File: src/hw/rtl/crcc_pkg.sv
`default_nettype none

package crcc_pkg;

  // reflected crc-32 constants
  localparam logic [31:0] CRC_POLY     = 32'hEDB8_8320;
  localparam logic [31:0] CRC_ALL_ONES = 32'hFFFF_FFFF;

  // record length limits in bytes
  localparam logic [8:0] LEN_MIN   = 9'd8;
  localparam logic [8:0] LEN_MAX   = 9'd256;
  localparam logic [8:0] LEN_RESET = 9'd48;
  localparam logic [8:0] CRC_FIELD_BYTES = 9'd4;
  localparam logic [8:0] MAGIC_BYTES     = 9'd4;

  // configuration register indexes
  typedef enum logic [1:0] {
    REG_MAGIC_WORD   = 2'd0,
    REG_RECORD_BYTES = 2'd1
  } reg_index_t;

  // one byte through the reflected crc, bit by bit
  function automatic logic [31:0] crc_byte(input logic [31:0] crc_in, input logic [7:0] data);
    logic [31:0] c;
    c = crc_in ^ {24'd0, data};
    for (int k = 0; k < 8; k++) begin
      c = c[0] ? ((c >> 1) ^ CRC_POLY) : (c >> 1);
    end
    return c;
  endfunction

endpackage

`default_nettype wire

File: src/hw/rtl/config_record_crc_checker_unit.sv
`default_nettype none

// Checks a configuration record that arrives one byte per word on the s_ side,
// in memory order. The first four bytes form the magic word and the last four
// the stored crc, both little-endian; a reflected crc-32 runs over every byte
// but the last four. One byte is taken every cycle; after the final byte of a
// record one result word appears on the m_ side on the next cycle, held in a
// single output register, so the input only stalls while that register holds
// a word the sink has not taken. record_bytes sets the length (clamped to
// 8..256) and a new value takes effect on the next byte. No clearing pass.
module config_record_crc_checker_unit (
  input  wire logic        clk,
  input  wire logic        rst,
  // configuration write channel
  input  wire logic        cfg_valid,
  output logic             cfg_ready,
  input  wire logic [1:0]  cfg_index,
  input  wire logic [31:0] cfg_data,
  // record bytes in
  input  wire logic        s_tvalid,
  output logic             s_tready,
  input  wire logic [7:0]  s_tdata,   // [7:0] data_byte
  // result words out
  output logic             m_tvalid,
  input  wire logic        m_tready,
  output logic [39:0]      m_tdata    // [31:0] computed_crc, [32] magic_ok,
                                      // [33] crc_ok, [34] record_valid, [39:35] zero
);

  // configuration registers
  logic [31:0] magic_word;
  logic [8:0]  record_bytes;

  // record state
  logic [8:0]  byte_position;
  logic [31:0] crc_running;
  logic [31:0] magic_captured;
  logic [31:0] stored_crc_captured;

  // output register
  logic [31:0] out_crc;
  logic        out_magic_ok;
  logic        out_crc_ok;
  logic        out_record_valid;

  // per-byte logic
  logic        in_fire;
  logic [8:0]  len_eff;
  logic [8:0]  crc_end;
  logic        last_byte;
  logic        in_magic;
  logic        in_crc_span;
  logic [31:0] crc_next;
  logic [31:0] magic_next;
  logic [31:0] stored_next;
  logic [31:0] computed;

  assign cfg_ready = 1'b1;

  // config writes
  always_ff @(posedge clk) begin
    if (rst) begin
      magic_word   <= '0;
      record_bytes <= crcc_pkg::LEN_RESET;
    end else if (cfg_valid) begin
      unique case (cfg_index)
        crcc_pkg::REG_MAGIC_WORD:   magic_word   <= cfg_data;
        crcc_pkg::REG_RECORD_BYTES: record_bytes <= cfg_data[8:0];
        default: ;
      endcase
    end
  end

  // take a byte whenever the output register is free or draining
  assign s_tready = !m_tvalid || m_tready;
  assign in_fire  = s_tvalid && s_tready;

  // clamp the length and locate the byte
  always_comb begin
    if (record_bytes < crcc_pkg::LEN_MIN) begin
      len_eff = crcc_pkg::LEN_MIN;
    end else if (record_bytes > crcc_pkg::LEN_MAX) begin
      len_eff = crcc_pkg::LEN_MAX;
    end else begin
      len_eff = record_bytes;
    end
    crc_end     = len_eff - crcc_pkg::CRC_FIELD_BYTES;
    last_byte   = ({1'b0, byte_position} + 10'd1) >= {1'b0, len_eff};
    in_magic    = byte_position < crcc_pkg::MAGIC_BYTES;
    in_crc_span = byte_position < crc_end;
  end

  // next record state for this byte
  always_comb begin
    magic_next = magic_captured;
    if (in_magic) begin
      magic_next = magic_captured | ({24'd0, s_tdata} << {byte_position[1:0], 3'b000});
    end
    crc_next    = crc_running;
    stored_next = stored_crc_captured;
    if (in_crc_span) begin
      crc_next = crcc_pkg::crc_byte(crc_running, s_tdata);
    end else begin
      stored_next = {s_tdata, stored_crc_captured[31:8]};
    end
    computed = crc_running ^ crcc_pkg::CRC_ALL_ONES;
  end

  // record state registers
  always_ff @(posedge clk) begin
    if (rst) begin
      byte_position       <= '0;
      crc_running         <= crcc_pkg::CRC_ALL_ONES;
      magic_captured      <= '0;
      stored_crc_captured <= '0;
    end else if (in_fire) begin
      if (last_byte) begin
        byte_position       <= '0;
        crc_running         <= crcc_pkg::CRC_ALL_ONES;
        magic_captured      <= '0;
        stored_crc_captured <= '0;
      end else begin
        byte_position       <= byte_position + 9'd1;
        crc_running         <= crc_next;
        magic_captured      <= magic_next;
        stored_crc_captured <= stored_next;
      end
    end
  end

  // result valid flag
  always_ff @(posedge clk) begin
    if (rst) begin
      m_tvalid <= 1'b0;
    end else if (in_fire && last_byte) begin
      m_tvalid <= 1'b1;
    end else if (m_tready) begin
      m_tvalid <= 1'b0;
    end
  end

  // result payload
  always_ff @(posedge clk) begin
    if (in_fire && last_byte) begin
      out_crc          <= computed;
      out_magic_ok     <= magic_next == magic_word;
      out_crc_ok       <= stored_next == computed;
      out_record_valid <= (magic_next == magic_word) && (stored_next == computed);
    end
  end

  assign m_tdata = {5'd0, out_record_valid, out_crc_ok, out_magic_ok, out_crc};

  // position never runs past the longest record
  a_pos_range: assert property (@(posedge clk) disable iff (rst)
    byte_position < crcc_pkg::LEN_MAX)
    else $error("byte position out of range");

  // a final byte restarts the record
  a_restart: assert property (@(posedge clk) disable iff (rst)
    in_fire && last_byte |=> byte_position == 9'd0 &&
      crc_running == crcc_pkg::CRC_ALL_ONES)
    else $error("record did not restart after final byte");

  // other bytes advance the position by one
  a_advance: assert property (@(posedge clk) disable iff (rst)
    in_fire && !last_byte |=> byte_position == $past(byte_position) + 9'd1)
    else $error("byte position did not advance");

  // overall flag agrees with both checks
  a_valid_flag: assert property (@(posedge clk) disable iff (rst)
    m_tvalid |-> m_tdata[34] == (m_tdata[32] && m_tdata[33]))
    else $error("record_valid disagrees with magic and crc checks");

endmodule

`default_nettype wire

File: config.mk
export PLATFORM = sky130hd
export DESIGN_NAME = config_record_crc_checker_unit
export DESIGN_NICKNAME = d
export VERILOG_FILES = /design/src/hw/rtl/crcc_pkg.sv /design/src/hw/rtl/config_record_crc_checker_unit.sv
export SDC_FILE = /design/constraint.sdc
export NUM_CORES = 1
export LEC_CHECK = 0
export BUFFER_PORTS_ARGS = -buffer_cell sky130_fd_sc_hd__buf_2
export CORE_AREA = 2 2 127 129
export CTS_BUF_LIST = sky130_fd_sc_hd__clkbuf_16
export DETAILED_ROUTE_END_ITERATION = 7
export DIE_AREA = 0 0 129 131
export PLACE_DENSITY = 0.87
export SYNTH_ARGS = -nofsm -noshare
export SYNTH_HDL_FRONTEND = slang
export SYNTH_SLANG_ARGS = --single-unit
File: constraint.sdc
create_clock -name clk -period 5.3 [get_ports clk]
set_clock_uncertainty 0.05 [all_clocks]
set_input_delay 1.06 -clock clk [delete_from_list [all_inputs] [get_ports clk]]
set_output_delay 1.06 -clock clk [all_outputs]
set_load 0.01 [all_outputs]
Word-level counts from Yosys, hierarchy flattened --
Cells that the tools add are included.
Storage, ports and cells: input bits 47, word-level logic and storage cells 64, output and inout port bits 43, register bits after elaboration 182
Cells by class: equal/unequal tests 3, shift-type cells 1, order comparisons 5, bitwise operators 11, add/subtract/negate cells 3, mux-type cells 19, reduce and logical (&&, ||, !) cells 11
Operators with widths (number):
- 32-bit two-way mux | 14
- 13-bit inverter with 14-bit output | 8
- 32-bit == test | 2
- 32-bit inverter | 1
- 32-bit OR | 1
- 8-bit by 5-bit << shifter with 32-bit output | 1
- 32-bit by 8-bit bitwise XOR with 32-bit output | 1
- 9-bit two-way mux | 3
- 9-bit by 1-bit adder with 10-bit output, second input constant | 1
- 10-bit by 9-bit greater-or-equal comparator with 1-bit output | 1
- 9-bit by 1-bit adder with 9-bit output, second input constant | 1
- 9-bit > comparator, second input constant | 1
- 9-bit by 3-bit < comparator with 1-bit output, second input constant | 1
- 9-bit by 4-bit < comparator with 1-bit output, second input constant | 1
- 9-bit < comparator | 1
- 9-bit by 3-bit subtractor with 9-bit output, second input constant | 1
- 2-bit AND reduction | 3
- 2-bit nonzero test | 2
- 1-bit logical AND | 3
- 2-bit by 1-bit == test with 1-bit output, second input constant | 1
- 2-bit zero test | 1
- 1-bit two-way mux | 2
- 1-bit zero test | 1
- 1-bit logical OR | 1

Longest topological paths before layout --
depth in word-level cells 19, mapped depth 18, depth with buffers taken out 15

Worst setup path before layout --
No wires, ideal clock.
kind register to register, from register record_bytes[4], to register out_crc[0] (enable), setup time 427 ps, cell stages (with the launch flop) 13, period minus slack after synthesis 4124 ps, buffers on the path 1, required time 4823 ps, setup slack 1176 ps, arrival 3646 ps, path through dfxtp_1 nor4_1 a21oi_1 and2_1 ha_1 a21boi_0 o21a_1 o21a_1 o2111ai_1 nand2_1 a31oi_2 clkbuf_1 nor2_1
On the way: word-level cells in the longest chain between the ends 5, elaborated cells between the ends (all ways) 6, classes of those cells order compare: 3; mux: 2; reduce/logical: 1
Ends and longest elaborated chain:
- from (decl) | line config_record_crc_checker_unit.sv:32 | logic [8:0] record_bytes;
- from (signal assigned) | line config_record_crc_checker_unit.sv:64 | record_bytes <= crcc_pkg::LEN_RESET;
- from (signal assigned) | line config_record_crc_checker_unit.sv:68 | crcc_pkg::REG_RECORD_BYTES: record_bytes <= cfg_data[8:0];
- 9-bit > comparator | line config_record_crc_checker_unit.sv:82 | end else if (record_bytes > crcc_pkg::LEN_MAX) begin
- 9-bit two-way mux | line config_record_crc_checker_unit.sv:82
- 9-bit two-way mux (*) | line config_record_crc_checker_unit.sv:80 | if (record_bytes < crcc_pkg::LEN_MIN) begin
- 10-bit by 9-bit greater-or-equal comparator with 1-bit output (*) | line config_record_crc_checker_unit.sv:88 | last_byte = ({1'b0, byte_position} + 10'd1) >= {1'b0, len_eff};
- 1-bit logical AND (*) | line config_record_crc_checker_unit.sv:144 | if (in_fire && last_byte) begin
- to (signal assigned) | line config_record_crc_checker_unit.sv:145 | out_crc <= computed;
- to (decl) | line config_record_crc_checker_unit.sv:41 | logic [31:0] out_crc;
Mark *: on every way between the ends. The rest lies on a longest branch, timed or not. A chain may end at the register's enable or synchronous reset.

Worst setup path after layout --
from register record_bytes[4], to register out_record_valid (data pin)
On the way: word-level cells in the longest chain between the ends 8, elaborated cells between the ends (all ways) 9, classes of those cells add/sub: 1; order compare: 3; eq/ne: 1; mux: 3; reduce/logical: 1
Ends and longest elaborated chain:
- 9-bit > comparator | line config_record_crc_checker_unit.sv:82
- 9-bit two-way mux | line config_record_crc_checker_unit.sv:82
- 9-bit two-way mux (*) | line config_record_crc_checker_unit.sv:80
- 9-bit by 3-bit subtractor with 9-bit output (*) | line config_record_crc_checker_unit.sv:87 | crc_end = len_eff - crcc_pkg::CRC_FIELD_BYTES;
- 9-bit < comparator (*) | line config_record_crc_checker_unit.sv:90 | in_crc_span = byte_position < crc_end;
- 32-bit two-way mux (*) | line config_record_crc_checker_unit.sv:101 | if (in_crc_span) begin
- 32-bit == test (*) | line config_record_crc_checker_unit.sv:148 | out_record_valid <= (magic_next == magic_word) && (stored_next == computed);
- 1-bit logical AND (*) | line config_record_crc_checker_unit.sv:148
- to (signal assigned) | line config_record_crc_checker_unit.sv:148
- to (decl) | line config_record_crc_checker_unit.sv:44 | logic out_record_valid;
Marks and branches as above.

==> impl_metrics.tcl <==
set metrics [dict create \
    gp_congestion 0.943 \
    grt_pass1_vias 7093 \
    synth_top_area_share_pct 32.0 \
    switching_share_pct 32.1 \
    clk_latency_ps 440 \
    pin_count 90 \
    max-slew-margin-rel_pct 18.8 \
    vias 7591 \
    synthFlopType "dfxtp_1" \
    cts_root_buffer "clkbuf_16" \
    first_pass_iters 5 \
    synthArstFlopShare_pct 0 \
    maxSlewViolCount 0 \
    ys_seq_area_share_pct 43.4 \
    core_area_sq_um 15600 \
    cts.sinks 182 \
    synth_cell_type_count 69 \
    die_h_um 131 \
    power_frac_comb_pct 28.7 \
    clockBufferDepth 2 \
    ir_drop_v 0.000236 \
    synth_area_sq_um 9210 \
    yosysTopAreaCell "dfxtp_1" \
    p_per_area_nw_per_um2 421 \
    finalNonFillerCells 1272 \
    p_leak_nw 4.04 \
    critPathTopFamily "simple AND/OR/NAND/NOR gates" \
    cp_slowest_cell "a221o_1" \
    syn_inst 1004 \
    holdCritPathClass "reg -> reg" \
    synth_area_leaders "dfxtp_1 (32%), edfxtp_1 (11%), xnor2_1 (9.8%)" \
    cp_cell_sequence "nor4_1 -> a21oi_1 -> nand2_1 -> ha_1 -> nand2_1 -> mux2_2 -> ha_1 -> and4_4 -> a221o_1 -> o21ai_0 -> a21oi_1 -> o2111ai_1 -> or4_4 -> nor4_2" \
    grt_max_degree 40 \
    drv_cap 0 \
    critical_path.startpoint_type "register" \
    final_nets 1111 \
    status "complete, no violations" \
    synth_commonest_cells "dfxtp_1 (147), nand2_1 (130), xnor2_1 (103)" \
    hold_viol_final 0 \
    max_freq_mhz 209 \
    fp-row-count 46 \
    fillers 1192 \
    period_needed_ps 4780 \
    cp_num_cells 14 \
    synth.avg_cell_area_sq_um 9.17 \
    cp_max_fo 23 \
    port_buffers 83 \
    rsz0062_at_grt "false" \
    arrival_ps 5000 \
    intPower_mw 2.93 \
    grt_pass1_wl_um 35700 \
    area_growth_pct 11.5 \
    clockPowerShare_pct 32.0 \
    finalSetupViolCount 0 \
    max_stage_delay_ps 800 \
    worst-slew-pin-transition_ps 1210 \
    dieArea_sq_um 16900 \
    drive_gt1_share_pct 15.1 \
    gr-total-overflow 0 \
    p_total_mw 4.32 \
    endpoint_kind "register" \
    path_clk_slew_ps 80 \
    antenna_found_initial 0 \
    dpl.hpwl_um 15200 \
    crit_buf_inv 0 \
    viasPerCell 5.97 \
    htree_levels 4 \
    synth-seq-cells 182 \
    rr_worst_depth 14 \
    diodes 0 \
    cts_tree "built" \
    synth.most_common_cell "dfxtp_1" \
    pwr-share-seq_pct 39.3 \
    numCtsBuffers 17 \
    p_switching_mw 1.39 \
    ant_nets 0 \
    drtIter0Drc 595 \
    grt_use_total_pct 27.3 \
    wl_per_cell_um 17.5 \
    path_class "reg -> reg" \
    postCtsResizedCells 0 \
    synth_edf_count 35 \
    die_x_um 129 \
    finalSetupTns_ps 0 \
    start_util_pct 59.0 \
    routed_wirelength_um 22200 \
    ctsHoldBuffers 0 \
    postCtsSetupRepairBufs 0 \
    finalCritPeriodShare_pct 90.1 \
    drc_errors 0 \
    holdPathStages 2 \
    dp_cells 1241 \
    yosysWarningCount 0 \
    required_ps 5520 \
]
sequential cells by signal, indices dropped and copies added, names as in the netlist:
name / flops
out_crc_ok: 1
record_bytes: 9
m_tvalid: 1
crc_running: 32
stored_crc_captured: 32
magic_captured: 32
out_record_valid: 1
byte_position: 9
magic_word: 32
out_crc: 32
out_magic_ok: 1
cell usage in the layout, fill, tap and decap left out, types with 15 or more instances in the layout:
cell type,instances
o211ai_1,32
nand2_1,129
dfxtp_1,147
xnor2_1,103
a21oi_1,76
ha_1,20
a22o_1,32
a31oi_1,35
nor2_1,55
inv_1,41
nor4_1,15
o21ai_0,17
nand3_1,16
edfxtp_1,35
clkbuf_16,20
xor2_1,22
buf_2,83
worst min-delay path, cell delays in order (launching register included):
cell     delay (ps)
dfxtp_1         320
nand2_1          50
a21oi_1          50
per-layer routing:
metal	GRT usage, %	vias to the layer above	share of wire (%)	routed length (um)
li1	-	3628	-	-
met1	33.4	3529	41	9110
met2	45.6	345	47	10500
met3	5.17	89	6.2	1380
met4	15.4	0	5.4	1190
met5	0	-	0	0
kinds of logic after synthesis:
kind of cell	after synthesis	share of synthesized area [%]
buffers and inverters	118	6.37
XOR/XNOR	126	12.1
adder cells (fa/ha/maj)	20	2.72
AND/OR/NAND/NOR	295	15.6
AO/OA/AOI/OAI	250	18.6
flip-flops	182	43.4
other	2	0.0815
multiplexers	11	1.21
stage by stage:
step	instance area (sq um)	hold WS [ps]	util, %	worst slack [ps]
6_report	10300	417	65.9	523
5_1_grt	10300	439	65.9	254
4_1_cts	10300	421	65.9	559
3_5_place_dp	9620	405	61.7	660
3_3_place_gp	9620	397	61.7	801
2_1_floorplan	9230	388	-	1180
path summary, 6_finish.rpt:
path                                                   start                     endpoint  slack (ps)
worst max-delay path            record_bytes[4]$_SDFFE_PP1P_   out_record_valid$_DFFE_PP_         520
worst min-delay path             magic_word[11]$_SDFFE_PP0P_  magic_word[11]$_SDFFE_PP0P_         420
worst max register to register  record_bytes[4]$_SDFFE_PP1P_   out_record_valid$_DFFE_PP_         520
worst min register to register   magic_word[11]$_SDFFE_PP0P_  magic_word[11]$_SDFFE_PP0P_         420
layout make-up:
class | count | area, sq um | area share [%]
inverters | 40 | 150 | 1.46
repair buffers | 95 | 518 | 5.04
flip-flops and latches | 182 | 3990 | 38.9
multi-input cells | 708 | 4680 | 45.6
clock inverters | 11 | 156 | 1.52
clock buffers | 20 | 500 | 4.87
well taps | 216 | 270 | 2.63
power by group through the flow:
stage	combinational (mW)	sequential, mW	clock, mW
floorplan	1.01	1.65	0
global placement	1.17	1.72	0
detailed placement	1.20	1.72	0
CTS	1.23	1.69	1.40
global route	1.34	1.71	1.46
finish	1.24	1.70	1.38
No activity file was read; power rests on OpenSTA's default activity.
